File: src/hw/rtl/esm_pkg.sv
// Shared constants, types and rounding helper for the transform matrix block.
package esm_pkg;

  // Q.30 trig constants, reciprocal saturation value and Q16.16 one
  localparam logic signed [31:0] Q_ONE      = 32'sd1073741824;
  localparam logic signed [34:0] PI_Q30     = 35'sd3373259426;
  localparam logic signed [34:0] TWO_PI_Q30 = 35'sd6746518852;
  localparam logic signed [34:0] HALF_PI_Q30 = 35'sd1686629713;
  localparam logic signed [31:0] RECIP_SAT  = 32'sh7FFFFFFF;
  localparam logic [31:0]        MODEL_ONE  = 32'd65536;

  // series steps, divisors from the innermost factor outwards
  localparam int N_STEP     = 6;
  localparam int N_SIN_STEP = 5;
  localparam logic [7:0]  SIN_DIV [N_SIN_STEP] = '{8'd110, 8'd72, 8'd42, 8'd20, 8'd6};
  localparam logic [7:0]  COS_DIV [N_STEP] = '{8'd132, 8'd90, 8'd56, 8'd30, 8'd12, 8'd2};
  // floor(2^32 / divisor)
  localparam logic [31:0] SIN_RCP [N_SIN_STEP] = '{32'd39045157, 32'd59652323,
    32'd102261126, 32'd214748364, 32'd715827882};
  localparam logic [31:0] COS_RCP [N_STEP] = '{32'd32537631, 32'd47721858,
    32'd76695844, 32'd143165576, 32'd357913941, 32'd2147483648};

  // pipeline depths
  localparam int SC_LAT    = 3 + 3 * N_STEP + 2;
  localparam int MAT_LAT   = 3;
  localparam int REC_BITS  = 31;
  localparam int RC_LAT    = REC_BITS + 2;
  localparam int ANG_PAD   = RC_LAT - SC_LAT - MAT_LAT;
  localparam int FRONT_LAT = RC_LAT + 2;
  localparam int FIFO_DEPTH = 2;

  localparam logic [1:0] COL_LAST = 2'd3;

  typedef struct packed {
    logic signed [31:0] shift_z;
    logic signed [31:0] shift_y;
    logic signed [31:0] shift_x;
    logic signed [15:0] scale_z;
    logic signed [15:0] scale_y;
    logic signed [15:0] scale_x;
    logic signed [15:0] angle_z;
    logic signed [15:0] angle_y;
    logic signed [15:0] angle_x;
  } in_item_t;

  // one finished transform: [column][row]
  typedef struct packed {
    logic [2:0][2:0][31:0] model;
    logic [2:0][2:0][31:0] normal;
    logic [2:0][31:0]      shift;
    logic                  zero;
  } esm_rec_t;

  // one column word
  typedef struct packed {
    logic [1:0]       col;
    logic [2:0][31:0] normal;
    logic [3:0][31:0] model;
    logic             zero;
    logic             last;
  } esm_col_t;

  // shift right by n, round half away from zero
  function automatic logic signed [65:0] rnd_shift(input logic signed [65:0] v,
                                                   input int unsigned n);
    logic [65:0] mag;
    logic [65:0] half;
    half = 66'd1 << (n - 1);
    mag = v[65] ? $unsigned(-v) : $unsigned(v);
    mag = (mag + half) >> n;
    rnd_shift = v[65] ? -$signed(mag) : $signed(mag);
  endfunction

endpackage

File: src/hw/rtl/esm_fifo.sv
// Short queue of finished column sets between front and back.
module esm_fifo #(
  parameter int DEPTH = esm_pkg::FIFO_DEPTH
) (
  input  logic              clk,
  input  logic              rst_n,
  input  logic              push_i,
  output logic              ready_o,
  input  esm_pkg::esm_rec_t data_i,
  output logic              valid_o,
  input  logic              pop_i,
  output esm_pkg::esm_rec_t data_o
);

  localparam int PW = $clog2(DEPTH);
  localparam int CW = $clog2(DEPTH + 1);

  esm_pkg::esm_rec_t mem_r [DEPTH];
  logic [PW-1:0] wr_ptr_r, wr_ptr_nxt, rd_ptr_r, rd_ptr_nxt;
  logic [CW-1:0] count_r, count_nxt;
  logic          do_push, do_pop;

  assign ready_o = (count_r != CW'(DEPTH));
  assign valid_o = (count_r != '0);
  assign do_push = push_i && ready_o;
  assign do_pop  = pop_i && valid_o;
  assign data_o  = mem_r[rd_ptr_r];

  // advance pointers and count
  always_comb begin
    wr_ptr_nxt = wr_ptr_r;
    rd_ptr_nxt = rd_ptr_r;
    count_nxt  = count_r;
    if (do_push) begin
      wr_ptr_nxt = (wr_ptr_r == PW'(DEPTH - 1)) ? '0 : wr_ptr_r + 1'b1;
    end
    if (do_pop) begin
      rd_ptr_nxt = (rd_ptr_r == PW'(DEPTH - 1)) ? '0 : rd_ptr_r + 1'b1;
    end
    if (do_push && !do_pop) begin
      count_nxt = count_r + 1'b1;
    end else if (do_pop && !do_push) begin
      count_nxt = count_r - 1'b1;
    end
  end

  always_ff @(posedge clk) begin
    if (!rst_n) begin
      wr_ptr_r <= '0;
      rd_ptr_r <= '0;
      count_r  <= '0;
    end else begin
      wr_ptr_r <= wr_ptr_nxt;
      rd_ptr_r <= rd_ptr_nxt;
      count_r  <= count_nxt;
    end
  end

  always_ff @(posedge clk) begin
    if (do_push) begin
      mem_r[wr_ptr_r] <= data_i;
    end
  end

endmodule

File: config.mk
export PLATFORM = sky130hd
export DESIGN_NAME = esm_fifo
export DESIGN_NICKNAME = d
export VERILOG_FILES = /design/src/hw/rtl/esm_pkg.sv /design/src/hw/rtl/esm_fifo.sv
export SDC_FILE = /design/constraint.sdc
export NUM_CORES = 1
export LEC_CHECK = 0
export ABC_CLOCK_PERIOD_IN_PS = 23900
export BUFFER_PORTS_ARGS = -buffer_cell sky130_fd_sc_hd__buf_2
export CAP_MARGIN = 20
export CORE_AREA = 2 2 533 535
export CTS_CLUSTER_DIAMETER = 120
export DETAILED_ROUTE_END_ITERATION = 10
export DIE_AREA = 0 0 535 537
export PLACE_DENSITY = 0.38
export SLEW_MARGIN = 40
export SYNTH_ARGS = -nofsm -noshare
export SYNTH_HDL_FRONTEND = slang
export SYNTH_SLANG_ARGS = --single-unit
export TNS_END_PERCENT = 1
File: constraint.sdc
create_clock -name clk -period 23.9 [get_ports clk]
set_input_delay 1.195 -clock clk [delete_from_list [all_inputs] [get_ports clk]]
set_output_delay 1.195 -clock clk [all_outputs]
set_load 0.1 [all_outputs]
==> out/results.txt <==
Drt pass-1 iters - 4
Worst-path fanout max - 67
Via count - 26,600
Synth Cell Area - 49,100 sq um
Post-Place Setup Slack - 18.15 ns
Synth top cells by count - edfxtp_1, mux2_2, buf_6, dfxtp_1, and2_1
RSZ-0062 raised after global routing - no
Register area share after synthesis - 0.826
Synth top area share - 0.824
Worst r2r path cells - 7
Sum Neg Setup Slack - 0 ns
CP Class - reg -> out
Total power - 0.00954 W
Area of the die - 287,000 sq um
Final Net Count - 4,278
Netlist cell types - 18
Top post-synthesis cells by area - edfxtp_1, mux2_2, buf_6
Count leader, synth - edfxtp_1
Sequential share of power - 0.318
WL per Instance - 24.3 um
Int Pwr - 0.00499 W
CP Launch Type - flip-flop
Clock-pin slew of the registers on the worst-case setup and hold paths - 0.06 ns
CTS tree - built
Port buffer count - 1,351
Switching Power - 0.00455 W
Post-Synthesis Cells - 2,118
DP Area - 60,100 sq um
Post-CTS sizing - 0
Inst Count DP - 7,172
Number of synthesized flops with an enable pin - 1,346
Initial core utilization - 0.174
GRT overflow - 0
Setup ws final - 17.69 ns
Tot GR Track Use - 0.121
Layout Cells excl Fill - 7,494
Final GP Congestion - 0.844
Routed vias/inst - 3.55
Status - finished, final reports clean
CTS Hold Bufs - 0
Largest net degree at the start of global routing - 125
CTS Buf Count - 167
Worst-skew pair later-pin latency - 0.82 ns
Main synth FF type - edfxtp_1
Synth Register Bits - 1,351
Worst Hold Class - reg -> reg
Syn avg cell area - 23.2 sq um
Share of cells above drive strength 1 - 0.613
Row Count - 195
Post-synth top area cell - edfxtp_1
Hold Crit Depth - 2
Core box area - 281,000 sq um
Kind of end point of the critical path - primary output
Post-DP HPWL - 139 mm
Final min period - 6.21 ns
Static Leak - 23.1 nW
Peak Freq - 161 MHz
First-pass GRT wire length - 240 mm
Max Cap Violations - 0
Die Y - 537 um
Clock power frac - 0.248
Final Cell Area - 65,200 sq um
Root Driver - clkbuf_16
Pwr/cell area - 146 nW/um^2
# fillers - 29,500
Critical Path RT - 22.71 ns
Synth warnings - 0
Setup Buffers After CTS - 0
Initial antenna violation count - 169
Final Hold Fails - 0
Vias in the first global route - 27,600
Final period util - 0.260
Clock Sinks - 1,351
DRC violations left - 0
IO Count - 1,352
Sw frac - 0.477
CP arrival - 5.01 ns
Relative slew slack - 0.452
CTS Buffer Depth - 4
H-tree lvl count - 4
Initial drt markers - 1,574
ANT nets after route - 0
Combinational share of power - 0.434
Die X - 535 um
Slew Viols, Final - 0
Final setup fails - 0
Clk_skew - 0.0457 ns
Worst IR Drop VDD - 0.0000733 V
Overall routed net length - 182 mm
Slew at the pin closest to its max-slew limit - 0.822 ns
Layout area overhead - 32.9%
Post-synth ARST share - 0
Post-Syn Nets - 2,796
[final timing paths]
| check | startpoint | slack, ns | to |
|---|---|---|---|
| max | flip-flop | 17.69 | data_o[506] |
| min | count_r[1] | 0.53 | count_r[1] |
| max reg2reg | count_r[0] | 19.13 | mem_r[0][312] |
| min reg2reg | count_r[1] | 0.53 | count_r[1] |
[cells in the final DEF, fill, tap and decap left out]
cell	count
inv_6	6
buf_6	11
clkinv_1	41
clkinv_8	4
or2_2	1
mux2_2	673
bufinv_16	3
a21bo_2	1
buf_2	1351
a21boi_0	2
clkinv_4	3
clkbuf_1	36
or3_1	1
and2_1	4
buf_12	4
xnor2_1	2
clkbuf_8	2
and3_4	1
inv_12	1
xor2_1	1
edfxtp_1	1346
clkinv_2	23
clkinv_16	2
dfxtp_4	1
clkinvlp_4	1
clkbuf_16	171
o21ai_0	1
diode_2	25
dfxtp_1	4
nand3b_1	1
buf_4	20
o21ai_1	1
inv_8	3
ha_1	1
nand2b_1	1
buf_16	2
[registers in the layout (all words and copies together) (netlist names), named ones only]
register and count:
mem_r 1346, count_r 2, rd_ptr_r 1, wr_ptr_r 1
[metrics by stage]
step	utilization	hold slack [ns]
floorplan	-	0.486
global placement	0.213	0.504
detailed placement	0.213	0.521
CTS	0.231	0.425
global route	0.232	0.475
finish	0.232	0.532
[critical path: stages (launching register included)]
cell	delay, ns
dfxtp_4	0.82
buf_4	0.67
buf_4	0.58
buf_4	0.66
buf_6	0.53
mux2_2	0.28
buf_2	0.43
[layer usage]
metal,vias up,track usage,wire length [um]
met5,-,0,774
met4,120,0.0285,4310
met3,422,0.0633,21900
met2,1302,0.209,88600
met1,13200,0.130,66900
li1,11500,-,-
[area by class of cell]
| class | count | area [sq um] | area share |
|---|---|---|---|
| diodes | 25 | 62.6 | 0.000959 |
| clock buffers | 209 | 4440 | 0.0681 |
| clock inverters | 86 | 604 | 0.00927 |
| inverters | 1 | 16.3 | 0.000249 |
| multi-input cells | 691 | 7710 | 0.118 |
| flip-flops and latches | 1351 | 40500 | 0.621 |
| well taps | 3743 | 4680 | 0.0718 |
| repair buffers | 1388 | 7170 | 0.110 |
[logic make-up (layout without fill, tap and decap cells)]
logic type / after synthesis / in the layout / share of synthesized area
flops: 1351 / 1351 / 0.826
mux: 673 / 673 / 0.154
buf+inv: 76 / 1684 / 0.0173
simple gates: 9 / 9 / 0.00117
compound gates: 5 / 5 / 0.000714
xor+xnor: 3 / 3 / 0.000535
fa+ha+maj: 1 / 1 / 0.000255
other cells: 0 / 25 / 0
[power by group through the flow]
stage	combinational, W	clock (W)	sequential, W
after CTS	0.00421	0.00246	0.00304
final	0.00414	0.00236	0.00303
after global placement	0.00420	0	0.00308
after global routing	0.00427	0.00254	0.00306
after floorplan	0.00345	0	0.00328
after detailed placement	0.00420	0	0.00308
Power figures use the tool's default switching activity.
