File: src/hw/rtl/esm_pkg.sv
// Shared constants, types and rounding helper for the transform matrix block.
package esm_pkg;

  // Q.30 trig constants, reciprocal saturation value and Q16.16 one
  localparam logic signed [31:0] Q_ONE      = 32'sd1073741824;
  localparam logic signed [34:0] PI_Q30     = 35'sd3373259426;
  localparam logic signed [34:0] TWO_PI_Q30 = 35'sd6746518852;
  localparam logic signed [34:0] HALF_PI_Q30 = 35'sd1686629713;
  localparam logic signed [31:0] RECIP_SAT  = 32'sh7FFFFFFF;
  localparam logic [31:0]        MODEL_ONE  = 32'd65536;

  // series steps, divisors from the innermost factor outwards
  localparam int N_STEP     = 6;
  localparam int N_SIN_STEP = 5;
  localparam logic [7:0]  SIN_DIV [N_SIN_STEP] = '{8'd110, 8'd72, 8'd42, 8'd20, 8'd6};
  localparam logic [7:0]  COS_DIV [N_STEP] = '{8'd132, 8'd90, 8'd56, 8'd30, 8'd12, 8'd2};
  // floor(2^32 / divisor)
  localparam logic [31:0] SIN_RCP [N_SIN_STEP] = '{32'd39045157, 32'd59652323,
    32'd102261126, 32'd214748364, 32'd715827882};
  localparam logic [31:0] COS_RCP [N_STEP] = '{32'd32537631, 32'd47721858,
    32'd76695844, 32'd143165576, 32'd357913941, 32'd2147483648};

  // pipeline depths
  localparam int SC_LAT    = 3 + 3 * N_STEP + 2;
  localparam int MAT_LAT   = 3;
  localparam int REC_BITS  = 31;
  localparam int RC_LAT    = REC_BITS + 2;
  localparam int ANG_PAD   = RC_LAT - SC_LAT - MAT_LAT;
  localparam int FRONT_LAT = RC_LAT + 2;
  localparam int FIFO_DEPTH = 2;

  localparam logic [1:0] COL_LAST = 2'd3;

  typedef struct packed {
    logic signed [31:0] shift_z;
    logic signed [31:0] shift_y;
    logic signed [31:0] shift_x;
    logic signed [15:0] scale_z;
    logic signed [15:0] scale_y;
    logic signed [15:0] scale_x;
    logic signed [15:0] angle_z;
    logic signed [15:0] angle_y;
    logic signed [15:0] angle_x;
  } in_item_t;

  // one finished transform: [column][row]
  typedef struct packed {
    logic [2:0][2:0][31:0] model;
    logic [2:0][2:0][31:0] normal;
    logic [2:0][31:0]      shift;
    logic                  zero;
  } esm_rec_t;

  // one column word
  typedef struct packed {
    logic [1:0]       col;
    logic [2:0][31:0] normal;
    logic [3:0][31:0] model;
    logic             zero;
    logic             last;
  } esm_col_t;

  // shift right by n, round half away from zero
  function automatic logic signed [65:0] rnd_shift(input logic signed [65:0] v,
                                                   input int unsigned n);
    logic [65:0] mag;
    logic [65:0] half;
    half = 66'd1 << (n - 1);
    mag = v[65] ? $unsigned(-v) : $unsigned(v);
    mag = (mag + half) >> n;
    rnd_shift = v[65] ? -$signed(mag) : $signed(mag);
  endfunction

endpackage

File: src/hw/rtl/esm_back.sv
// Back end: walks the queued column set and drives one column word per cycle while the receiver is ready.
module esm_back (
  input  logic              clk,
  input  logic              rst_n,
  input  logic              head_valid_i,
  input  esm_pkg::esm_rec_t head_i,
  output logic              pop_o,
  output logic              out_valid_o,
  input  logic              out_ready_i,
  output esm_pkg::esm_col_t out_o
);

  logic              out_valid_r, out_valid_nxt;
  logic [1:0]        col_r, col_nxt;
  esm_pkg::esm_col_t out_r, out_nxt;
  esm_pkg::esm_col_t word;
  logic              load;

  assign load  = !out_valid_r || out_ready_i;
  assign pop_o = load && head_valid_i && (col_r == esm_pkg::COL_LAST);

  // select the current column
  always_comb begin
    word.col  = col_r;
    word.zero = head_i.zero;
    word.last = (col_r == esm_pkg::COL_LAST);
    case (col_r)
      esm_pkg::COL_LAST: begin
        word.model  = {esm_pkg::MODEL_ONE, head_i.shift};
        word.normal = '0;
      end
      default: begin
        word.model  = {32'd0, head_i.model[col_r]};
        word.normal = head_i.normal[col_r];
      end
    endcase
  end

  // load the output register when it is free or being taken
  always_comb begin
    out_valid_nxt = out_valid_r;
    col_nxt       = col_r;
    out_nxt       = out_r;
    if (load) begin
      out_valid_nxt = head_valid_i;
      if (head_valid_i) begin
        out_nxt = word;
        col_nxt = col_r + 2'd1;
      end
    end
  end

  always_ff @(posedge clk) begin
    if (!rst_n) begin
      out_valid_r <= 1'b0;
      col_r       <= '0;
    end else begin
      out_valid_r <= out_valid_nxt;
      col_r       <= col_nxt;
    end
  end

  always_ff @(posedge clk) begin
    out_r <= out_nxt;
  end

  assign out_valid_o = out_valid_r;
  assign out_o       = out_r;

  a_last_on_col3: assert property (@(posedge clk) disable iff (!rst_n)
    out_valid_r |-> (out_r.last == (out_r.col == esm_pkg::COL_LAST)))
    else $error("last flag does not match column index");

  a_col_follows: assert property (@(posedge clk) disable iff (!rst_n)
    (out_valid_r && out_ready_i && !out_r.last) |=>
      (out_valid_r && (out_r.col == $past(out_r.col) + 2'd1)))
    else $error("column words of one transform not contiguous");

  a_pop_on_last: assert property (@(posedge clk) disable iff (!rst_n)
    pop_o |=> (out_valid_r && out_r.last))
    else $error("queue popped before the last column was loaded");

endmodule

File: config.mk
export PLATFORM = sky130hd
export DESIGN_NAME = esm_back
export DESIGN_NICKNAME = d
export VERILOG_FILES = /design/src/hw/rtl/esm_pkg.sv /design/src/hw/rtl/esm_back.sv
export SDC_FILE = /design/constraint.sdc
export NUM_CORES = 1
export LEC_CHECK = 0
export BUFFER_PORTS_ARGS = -buffer_cell sky130_fd_sc_hd__buf_2
export CAP_MARGIN = 0
export CORE_AREA = 3 3 353 355
export DETAILED_ROUTE_END_ITERATION = 7
export DIE_AREA = 0 0 356 358
export GPL_ROUTABILITY_DRIVEN = 0
export GPL_TIMING_DRIVEN = 1
export PLACE_DENSITY = 0.35
export SYNTH_ARGS = -nofsm -noshare
export SYNTH_HDL_FRONTEND = slang
export SYNTH_SLANG_ARGS = --single-unit
File: constraint.sdc
create_clock -name clk -period 26.8 [get_ports clk]
set_input_delay 5.36 -clock clk [delete_from_list [all_inputs] [get_ports clk]]
set_output_delay 5.36 -clock clk [all_outputs]
set_load 0.03 [all_outputs]
==> results of run 1 <==
-- flip-flops by register name, summed over array words and instances (netlist names) --
register     cells
col_r            2
out_o          196
out_valid_o      1
-- area by class of cell --
type,instances,area [um2]
Antenna cell,4,10.0
Timing Repair Buffer,892,4520
Sequential cell,199,5950
Clock inverter,15,151
Multi-Input combinational cell,717,5860
Tap cell,1625,2030
Clock buffer,17,425
Fill cell,13894,103000
-- through the flow --
stage	instance area, um2	cells
2_1_floorplan	12600	1066
3_3_place_gp	18400	3433
3_5_place_dp	18400	3433
4_1_cts	18900	3465
5_1_grt	18900	3469
6_report	18900	3469
-- metal layers --
layer	global-route usage, %	up-vias	wire [um]
met4	3.07	10	1010
met3	3.43	48	5400
li1	-	5625	-
met1	12.1	5698	28400
met2	18.9	546	36800
met5	0	-	68
-- power groups by stage --
| stage | registers, mW | logic (mW) | clock network, mW |
|---|---|---|---|
| after global routing | 0.408 | 0.374 | 0.309 |
| after floorplan | 0.482 | 0.144 | 0 |
| after detailed placement | 0.411 | 0.356 | 0 |
| final | 0.404 | 0.348 | 0.280 |
| after CTS | 0.405 | 0.358 | 0.300 |
| after global placement | 0.411 | 0.358 | 0 |
-- logic make-up (layout without fill, tap and decap cells) --
group / after synthesis / count (layout) / share of synthesized area, %
flops: 199 / 199 / 47.7
compound gates: 289 / 289 / 19.3
other cells: 1 / 35 / 0.0301
mux: 98 / 98 / 10.3
simple gates: 297 / 297 / 15.8
fa+ha+maj: 2 / 2 / 0.201
buf+inv: 150 / 924 / 6.55
-- path summary, 6_finish.rpt --
| kind | cells after the start | slack [ns] | to | from |
|---|---|---|---|---|
| worst max-delay path | 5 | 14.85 | pop_o | head_valid_i |
| worst min-delay path | 0 | 0.65 | out_o[227] | col_r[1] |
| worst min register to register | 0 | 0.65 | out_o[227] | col_r[1] |
| worst max register to register | 5 | 22.89 | out_o[75] | col_r[0] |
-- placed cells by master, fill, tap and decap left out, drive strengths merged --
cell type / netlist / routed
a221o: 96 / 96
nor3b: 96 / 96
dfxtp: 3 / 3
clkinvlp: 0 / 2
and2: 1 / 1
clkbuf: 74 / 17
conb: 1 / 31
edfxtp: 196 / 196
diode: 0 / 4
mux2: 96 / 96
nor2: 1 / 1
o21a: 1 / 1
nand2b: 98 / 98
clkinv: 0 / 3
buf: 76 / 892
ha: 2 / 2
nand2: 3 / 3
inv: 0 / 10
mux2i: 2 / 2
a211oi: 192 / 192
nor2b: 98 / 98
-- cell usage after synthesis (all sizes together) (2+ instances only) --
cell type,instances
mux2i,2
edfxtp,196
mux2,96
dfxtp,3
ha,2
clkbuf,74
nor3b,96
nand2,3
a221o,96
nand2b,98
buf,76
a211oi,192
nor2b,98
==> flow_summary.json, run 1 <==
{
  "worstMarginPinSlew_ns": 1.03,
  "worstSkewPairLatency_ns": 0.53,
  "die_area_um2": 127000,
  "start_util_pct": 10.2,
  "p_per_area_nw_per_um2": 54.4,
  "layout-drive-gt1-share_pct": 55.8,
  "clockBufferDepth": 2,
  "relSlewSlack_pct": 31.1,
  "finalSetupTns_ns": 0,
  "rows": 128,
  "status": "finished, final reports clean",
  "p_switching_uw": 383,
  "die_w_um": 356,
  "synthCells": 1036,
  "grt_max_degree": 157,
  "synth_top_cell_by_area": "edfxtp_1",
  "fin_ws_ns": 14.85,
  "final-setup-viol-count": 0,
  "p_comb_share_pct": 33.7,
  "fin_crit_ns": 11.95,
  "min_path_type": "reg2reg",
  "grt_pass1_wl_mm": 94.0,
  "finalWirelength_mm": 71.6,
  "max_freq_mhz": 83.7,
  "syn_area_per_cell_um2": 12.0,
  "htreeDepth": 4,
  "skew_ns": 0.0195,
  "syn_to_final_growth_pct": 52.1,
  "crit_path_top_delay_cell": "buf_4",
  "final_util_pct": 15.6,
  "fin_nets": 2506,
  "cts_resized": 0,
  "overflow": 0,
  "period_share_pct": 44.6,
  "max-cap-violations": 0,
  "cts-root-buf": "clkbuf_16",
  "place.port_buffers": 875,
  "cp_max_fo": 39,
  "p_int_uw": 649,
  "drv_slew": 0,
  "hold_viol_final": 0,
  "drc": 0,
  "cts_setup_buffers": 0,
  "drt_iter0_markers": 640,
  "track_usage_pct": 10.6,
  "grt_pass1_vias": 12004,
  "synth_ff_type": "edfxtp_1",
  "crit_arrival_ns": 6.59,
  "ys_warn_count": 0,
  "power_mw": 1.03,
  "seqPwrFrac_pct": 39.1,
  "worst_ir_drop_vdd_uv": 56.4,
  "cp_common_cell": "buf_2",
  "rsz0062_at_grt": "no",
  "synth_area_um2": 12500,
  "routed_via_density": 3.44,
  "synth-edff-count": 196,
  "p_sw_share_pct": 37.1,
  "core_area_um2": 122000,
  "crit_buf_inv": 3,
  "crit_path_start_kind": "primary input",
  "async_reset_ff_share_pct": 0,
  "cts_tree": "built",
  "hold_buffers": 0,
  "synth_area_leaders": "edfxtp_1 47%, a211oi_1 12%, a221o_1 7.7%",
  "crit_type": "in2out",
  "num_vias": 11927,
  "leakage_nw": 7.60,
  "firstDrtPassIters": 5,
  "yosys_register_bits": 199,
  "postRouteAntennaNets": 0,
  "seq_area_frac_synth_pct": 47.7,
  "yosysTopAreaCellShare_pct": 47.2,
  "critPathRequiredTime_ns": 21.44,
  "cts_inserted_buffers": 17,
  "endpoint_kind": "output port",
  "hold_slack_ns": 0.652,
  "place_hpwl_mm": 57.4,
  "cts_sinks": 199,
  "cp_top_family": "buffers and inverters",
  "path_cells": "buf_2 -> nor2b_4 -> buf_4 -> and2_1 -> buf_2",
  "routedWlPerCell_um": 20.6,
  "pwr-share-clk_pct": 27.2,
  "pre_cts_ws_ns": 14.74,
  "cpPeakStageDelay_ns": 0.46,
  "die_y_um": 358,
  "yosysUniqueCellTypes": 21,
  "cts.clk_slew.worst_paths_ns": 0.09,
  "io_pins": 907,
  "antenna_found_initial": 14
}
Note: power is estimated with default switching activity, not from simulation.
==> run 2, diff against run 1 <==
- ABC_AREA: not set -> 1
- PLACE_DENSITY: 0.35 -> 0.37
- clock period: 26.8 -> 10.3 ns (I/O delays scaled with it)
==> run 2 against run 1 <==
Clock power grew to 2.8 times the previous value. Wire length increased by 19%. Clock-buffer cell count is the same. Core utilization up 0.93 points. Hold slack worse by 0.14 ns. Critical path type unchanged. Combinational power rose to 2.7 times the previous value. Non-clock buffer count down 4.
==> flow_summary.json, run 2 <==
{
  "status": "finished, final reports clean",
  "synth-compound-area-share_pct": 7.15,
  "async_reset_ff_share_pct": 0,
  "wl_met1_mm": 35.8,
  "max-cap-violations": 0,
  "met3_wirelength_mm": 6.39,
  "syn_to_final_growth_pct": 46.7,
  "finalSetupTns_ns": 0,
  "layout-drive-gt1-share_pct": 33.1,
  "grt_pass1_vias": 15322,
  "dr_wl_met2_mm": 41.9,
  "relSlewSlack_pct": 33.6,
  "final_cell_mix": "875 x buf_2, 578 x nand2_1, 482 x inv_1, 288 x nand3_1, 196 x edfxtp_1",
  "worstMarginPinSlew_ns": 0.996,
  "cts_inserted_buffers": 17,
  "cp_max_fo": 5,
  "synth-edff-count": 196,
  "endpoint_kind": "output port",
  "final_common_cell": "buf_2",
  "grt_pass1_wl_mm": 114,
  "period_share_pct": 46.8,
  "cts_tree": "built",
  "critPathRequiredTime_ns": 8.24,
  "synth_area_um2": 13700,
  "final-seq-area_um2": 5950,
  "worstSkewPairLatency_ns": 0.51,
  "yosys_register_bits": 199,
  "antenna_found_initial": 36,
  "synth_top_family_by_area": "simple AND/OR/NAND/NOR gates",
  "num_vias": 15562,
  "cts_sinks": 199,
  "rows": 128,
  "crit_path_start_kind": "primary input",
  "drt_iter0_markers": 875,
  "seq_area_frac_synth_pct": 43.4,
  "io_pins": 907,
  "largest_reg_flops": 196,
  "place_hpwl_mm": 67.2,
  "final-setup-viol-count": 0,
  "p_per_area_nw_per_um2": 137,
  "hold_viol_final": 0,
  "synthAdderAreaFrac_pct": 0.183,
  "overflow": 0,
  "postRouteAntennaNets": 0,
  "cts_setup_buffers": 0,
  "routed_via_density": 3.51,
  "skew_ns": 0.0194,
  "htreeDepth": 4,
  "place.port_buffers": 875,
  "syn_area_per_cell_um2": 6.81,
  "grt_max_degree": 155,
  "synthCells": 2010,
  "fill_cells": 14382,
  "topRoutingLayerUsed": "met5",
  "track_usage_pct": 12.7,
  "synth-xor-area-share_pct": 0,
  "routedWlPerCell_um": 19.2,
  "fin_nets": 3467,
  "synth_ff_type": "edfxtp_1",
  "yosys.cell_count.top_type": "nand2_1",
  "hold_slack_ns": 0.513,
  "die_w_um": 356,
  "rsz0062_at_grt": "no",
  "final_util_pct": 16.5,
  "leakage_nw": 10.9,
  "worst_ir_drop_vdd_uv": 123,
  "synthSimpleGateAreaFrac_pct": 29.2,
  "drc": 0,
  "fin_crit_ns": 4.82,
  "max_freq_mhz": 207,
  "synth_area_leaders": "edfxtp_1 43%, nand2_1 16%, inv_1 13%",
  "min_path_type": "reg2reg",
  "synth_top_cell_by_area": "edfxtp_1",
  "start_util_pct": 11.2,
  "crit_arrival_ns": 2.76,
  "finalWirelength_mm": 85.2,
  "synthMuxAreaShare_pct": 0,
  "power_mw": 2.75,
  "die_area_um2": 127000,
  "drv_slew": 0,
  "cts_resized": 0,
  "core_area_um2": 122000,
  "yosysTopAreaCellShare_pct": 43.0,
  "firstDrtPassIters": 5,
  "cts.clk_slew.worst_paths_ns": 0.08,
  "multi_input_area_um2": 5130,
  "cts-root-buf": "clkbuf_16",
  "clockBufferDepth": 2,
  "synthTopCellsByCount": "578 x nand2_1, 484 x inv_1, 288 x nand3_1",
  "hold_buffers": 0,
  "ys_warn_count": 0,
  "crit_type": "in2out",
  "die_y_um": 358,
  "yosysUniqueCellTypes": 19
}
## run 2: final timing paths
check	from	end	slack (ns)	cells past startpoint
worst max-delay path	out_ready_i	pop_o	5.48	6
worst min register to register	out_valid_o	out_valid_o	0.51	2
worst min-delay path	out_valid_o	out_valid_o	0.51	2
worst max register to register	col_r[1]	out_o[97]	6.80	5
## run 2: routing by layer
| metal | GRT usage [%] | vias up |
|---|---|---|
| met2 | 22.1 | 607 |
| li1 | - | 7621 |
| met1 | 15.6 | 7233 |
| met4 | 2.34 | 26 |
| met5 | 0 | - |
| met3 | 3.84 | 75 |
## run 2: final cells by class
cell class | count | area share [%]
Tap cell | 1625 | 10.1
Clock buffer | 17 | 2.12
Multi-Input combinational cell | 1196 | 25.6
Inverter | 486 | 9.26
Sequential cell | 199 | 29.6
Clock inverter | 15 | 0.947
Antenna cell | 4 | 0.0498
Timing Repair Buffer | 888 | 22.3
## run 2: worst max-delay path, cell delays in order
cell and delay [ns]:
buf_2 0.08, inv_1 0.03, nand2_1 0.06, nand2_1 0.17, nor2_1 0.14, buf_2 0.21
## run 2: per-stage QoR
stage                     instances  worst slack [ns]  area (um2)
final                          4430              5.48       20100
after global routing           4426              5.41       20100
after CTS                      4426              5.47       20100
after detailed placement       4394              5.47       19500
after global placement         4394              5.43       19500
after floorplan                2040              3.69       13800
## run 2: logic make-up (layout without fill, tap and decap cells)
| logic type | Yosys count | in the layout |
|---|---|---|
| adder cells (fa/ha/maj) | 2 | 2 |
| other | 1 | 35 |
| AND/OR/NAND/NOR | 968 | 968 |
| buffers and inverters | 645 | 1406 |
| flip-flops | 199 | 199 |
| AO/OA/AOI/OAI | 195 | 195 |
## run 2: where the power goes
part	internal (mW)	switching, mW	total (mW)
sequential	1.02	0.0370	1.05
clock	0.370	0.401	0.771
combinational	0.277	0.652	0.929
==> run 3, diff against run 2 <==
- CORE_AREA: 3 3 353 355 -> 3 3 357 359
- DIE_AREA: 0 0 356 358 -> 0 0 360 362
- PLACE_DENSITY: 0.37 -> 0.35
- clock period: 10.3 -> 4.6 ns (I/O delays scaled with it)
==> run 3 against run 2 <==
Power increased by 130%. First-iteration DRC count decreased by 7.1%. Clock power increased by 130%. Design area is 1.2% higher. Sequential power grew 130%. Sequential cell count did not move. Clock-buffer cell count grew 1. Wire length increased by 2.2%. Die area is 2.3% higher.
==> flow_summary.json, run 3 (synthesis gave the netlist of run 2 again) <==
{
  "rsz0062_at_grt": "no",
  "cp-startpoint": "col_r[1]",
  "critPathCapture": "pop_o",
  "cts_resized": 0,
  "io_pins": 907,
  "cts_sinks": 199,
  "cp_max_fo": 45,
  "critPathRequiredTime_ns": 3.68,
  "rows": 129,
  "routedWlPerCell_um": 19.5,
  "die_area_um2": 130000,
  "grt_max_degree": 134,
  "max_freq_mhz": 289,
  "p_per_area_nw_per_um2": 308,
  "worst_ir_drop_vdd_uv": 250,
  "firstDrtPassIters": 5,
  "timing.rr.end": "out_o[92]",
  "worstRegToRegCells": 4,
  "postRouteAntennaNets": 0,
  "die_w_um": 360,
  "antenna_found_initial": 40,
  "leakage_nw": 11.0,
  "final_cell_mix": "875 x buf_2, 578 x nand2_1, 482 x inv_1, 288 x nand3_1, 196 x edfxtp_1",
  "cts_inserted_buffers": 17,
  "hold_buffers": 0,
  "place_hpwl_mm": 70.3,
  "largest_reg_flops": 196,
  "cts_setup_buffers": 0,
  "cts.clk_slew.worst_paths_ns": 0.08,
  "num_vias": 15514,
  "final_common_cell": "buf_2",
  "drc": 0,
  "rrSetupSlack_ns": 1.91,
  "core_area_um2": 124000,
  "crit_path_start_kind": "flip-flop",
  "fin_nets": 3477,
  "hold_viol_final": 0,
  "crit_path_top_delay_cell": "dfxtp_4",
  "min_path_type": "reg2reg",
  "path_cells": "ha_4 -> inv_1 -> nor2_1 -> buf_2",
  "crit_buf_inv": 2,
  "finalWirelength_mm": 87.1,
  "layout-drive-gt1-share_pct": 33.3,
  "hold_slack_ns": 0.504,
  "final-setup-viol-count": 0,
  "endpoint_kind": "output port",
  "fill_cells": 14585,
  "cts-root-buf": "clkbuf_16",
  "clockBufferDepth": 2,
  "cp.depth": 4,
  "htreeDepth": 4,
  "status": "finished, final reports clean",
  "relSlewSlack_pct": 22.8,
  "hold_start": "out_valid_o",
  "drv_slew": 0,
  "syn_to_final_growth_pct": 48.4,
  "period_share_pct": 75.2,
  "routed_via_density": 3.48,
  "cpPeakStageDelay_ns": 0.64,
  "worstMarginPinSlew_ns": 1.16,
  "cp_top_family": "flip-flops",
  "start_util_pct": 11.0,
  "grt_pass1_vias": 15358,
  "crit_arrival_ns": 2.54,
  "crit_type": "reg2out",
  "max-cap-violations": 0,
  "die_y_um": 362,
  "worstSkewPairLatency_ns": 0.53,
  "finalSetupTns_ns": 0,
  "cts_tree": "built",
  "drt_iter0_markers": 813,
  "grt_pass1_wl_mm": 119,
  "overflow": 0,
  "r2r-start": "col_r[1]",
  "place.port_buffers": 875,
  "track_usage_pct": 12.9,
  "fin_ws_ns": 1.14,
  "skew_ns": 0.0187,
  "fin_crit_ns": 3.46,
  "pre_cts_ws_ns": 1.69
}
## run 3: cell count changes in the layout (fill, tap and decap cells not counted)
cell,before,now
bufinv_16,2,5
clkinv_8,3,1
clkinv_4,2,0
clkinv_2,1,2
clkinv_1,0,1
clkinvlp_4,2,3
clkbuf_1,0,1
buf_12,0,7
inv_6,3,2
buf_4,13,16
diode_2,4,16
inv_8,6,4
## run 3: layer usage
metal  track usage [%]  up-vias  share of wire [%]
met5                 0        -               0.15
met4              3.14       20                1.5
met3              4.45       67                7.2
met2              22.0      578                 49
met1              15.7     7188                 42
li1                  -     7661                  -
## run 3: stage by stage
stage / instances / utilization (%) / power [mW] / cell area [um2]
3_5_place_dp: 4416 / 15.8 / 4.58 / 19600
3_3_place_gp: 4416 / 15.8 / 4.59 / 19600
4_1_cts: 4448 / 16.3 / 6.47 / 20300
5_1_grt: 4452 / 16.3 / 6.65 / 20300
2_1_floorplan: 2040 / - / 3.59 / 13800
6_report: 4464 / 16.4 / 6.25 / 20300
## run 3: report_power, final
group	switching, mW	internal (mW)	leakage [nW]	total [mW]
clock network	0.816	0.969	0.312	1.79
logic	1.45	0.636	8.73	2.09
registers	0.0979	2.28	1.93	2.38
## run 3: worst min-delay path by stage
stage	to	slack, ns	depth (start not counted)
final	out_valid_o	0.50	2
after detailed placement	out_valid_o	0.50	2
after global routing	out_o[1]	0.52	1
after global placement	out_valid_o	0.51	2
after CTS	out_o[1]	0.49	1
after floorplan	out_o[227]	0.46	0
## run 3: tightest hold or removal path, cell delays in order (launching register included)
cell,delay [ns]
dfxtp_1,0.31
nand2_1,0.07
a21boi_0,0.07
## run 3: final cells by class
class,count,area (um2),share of cell area [%]
Multi-Input combinational cell,1196,5130,25.3
Clock inverter,14,219,1.08
Clock buffer,18,429,2.11
Sequential cell,199,5950,29.3
Inverter,486,1860,9.13
Tap cell,1637,2050,10.1
Timing Repair Buffer,898,4640,22.8
Antenna cell,16,40.0,0.197
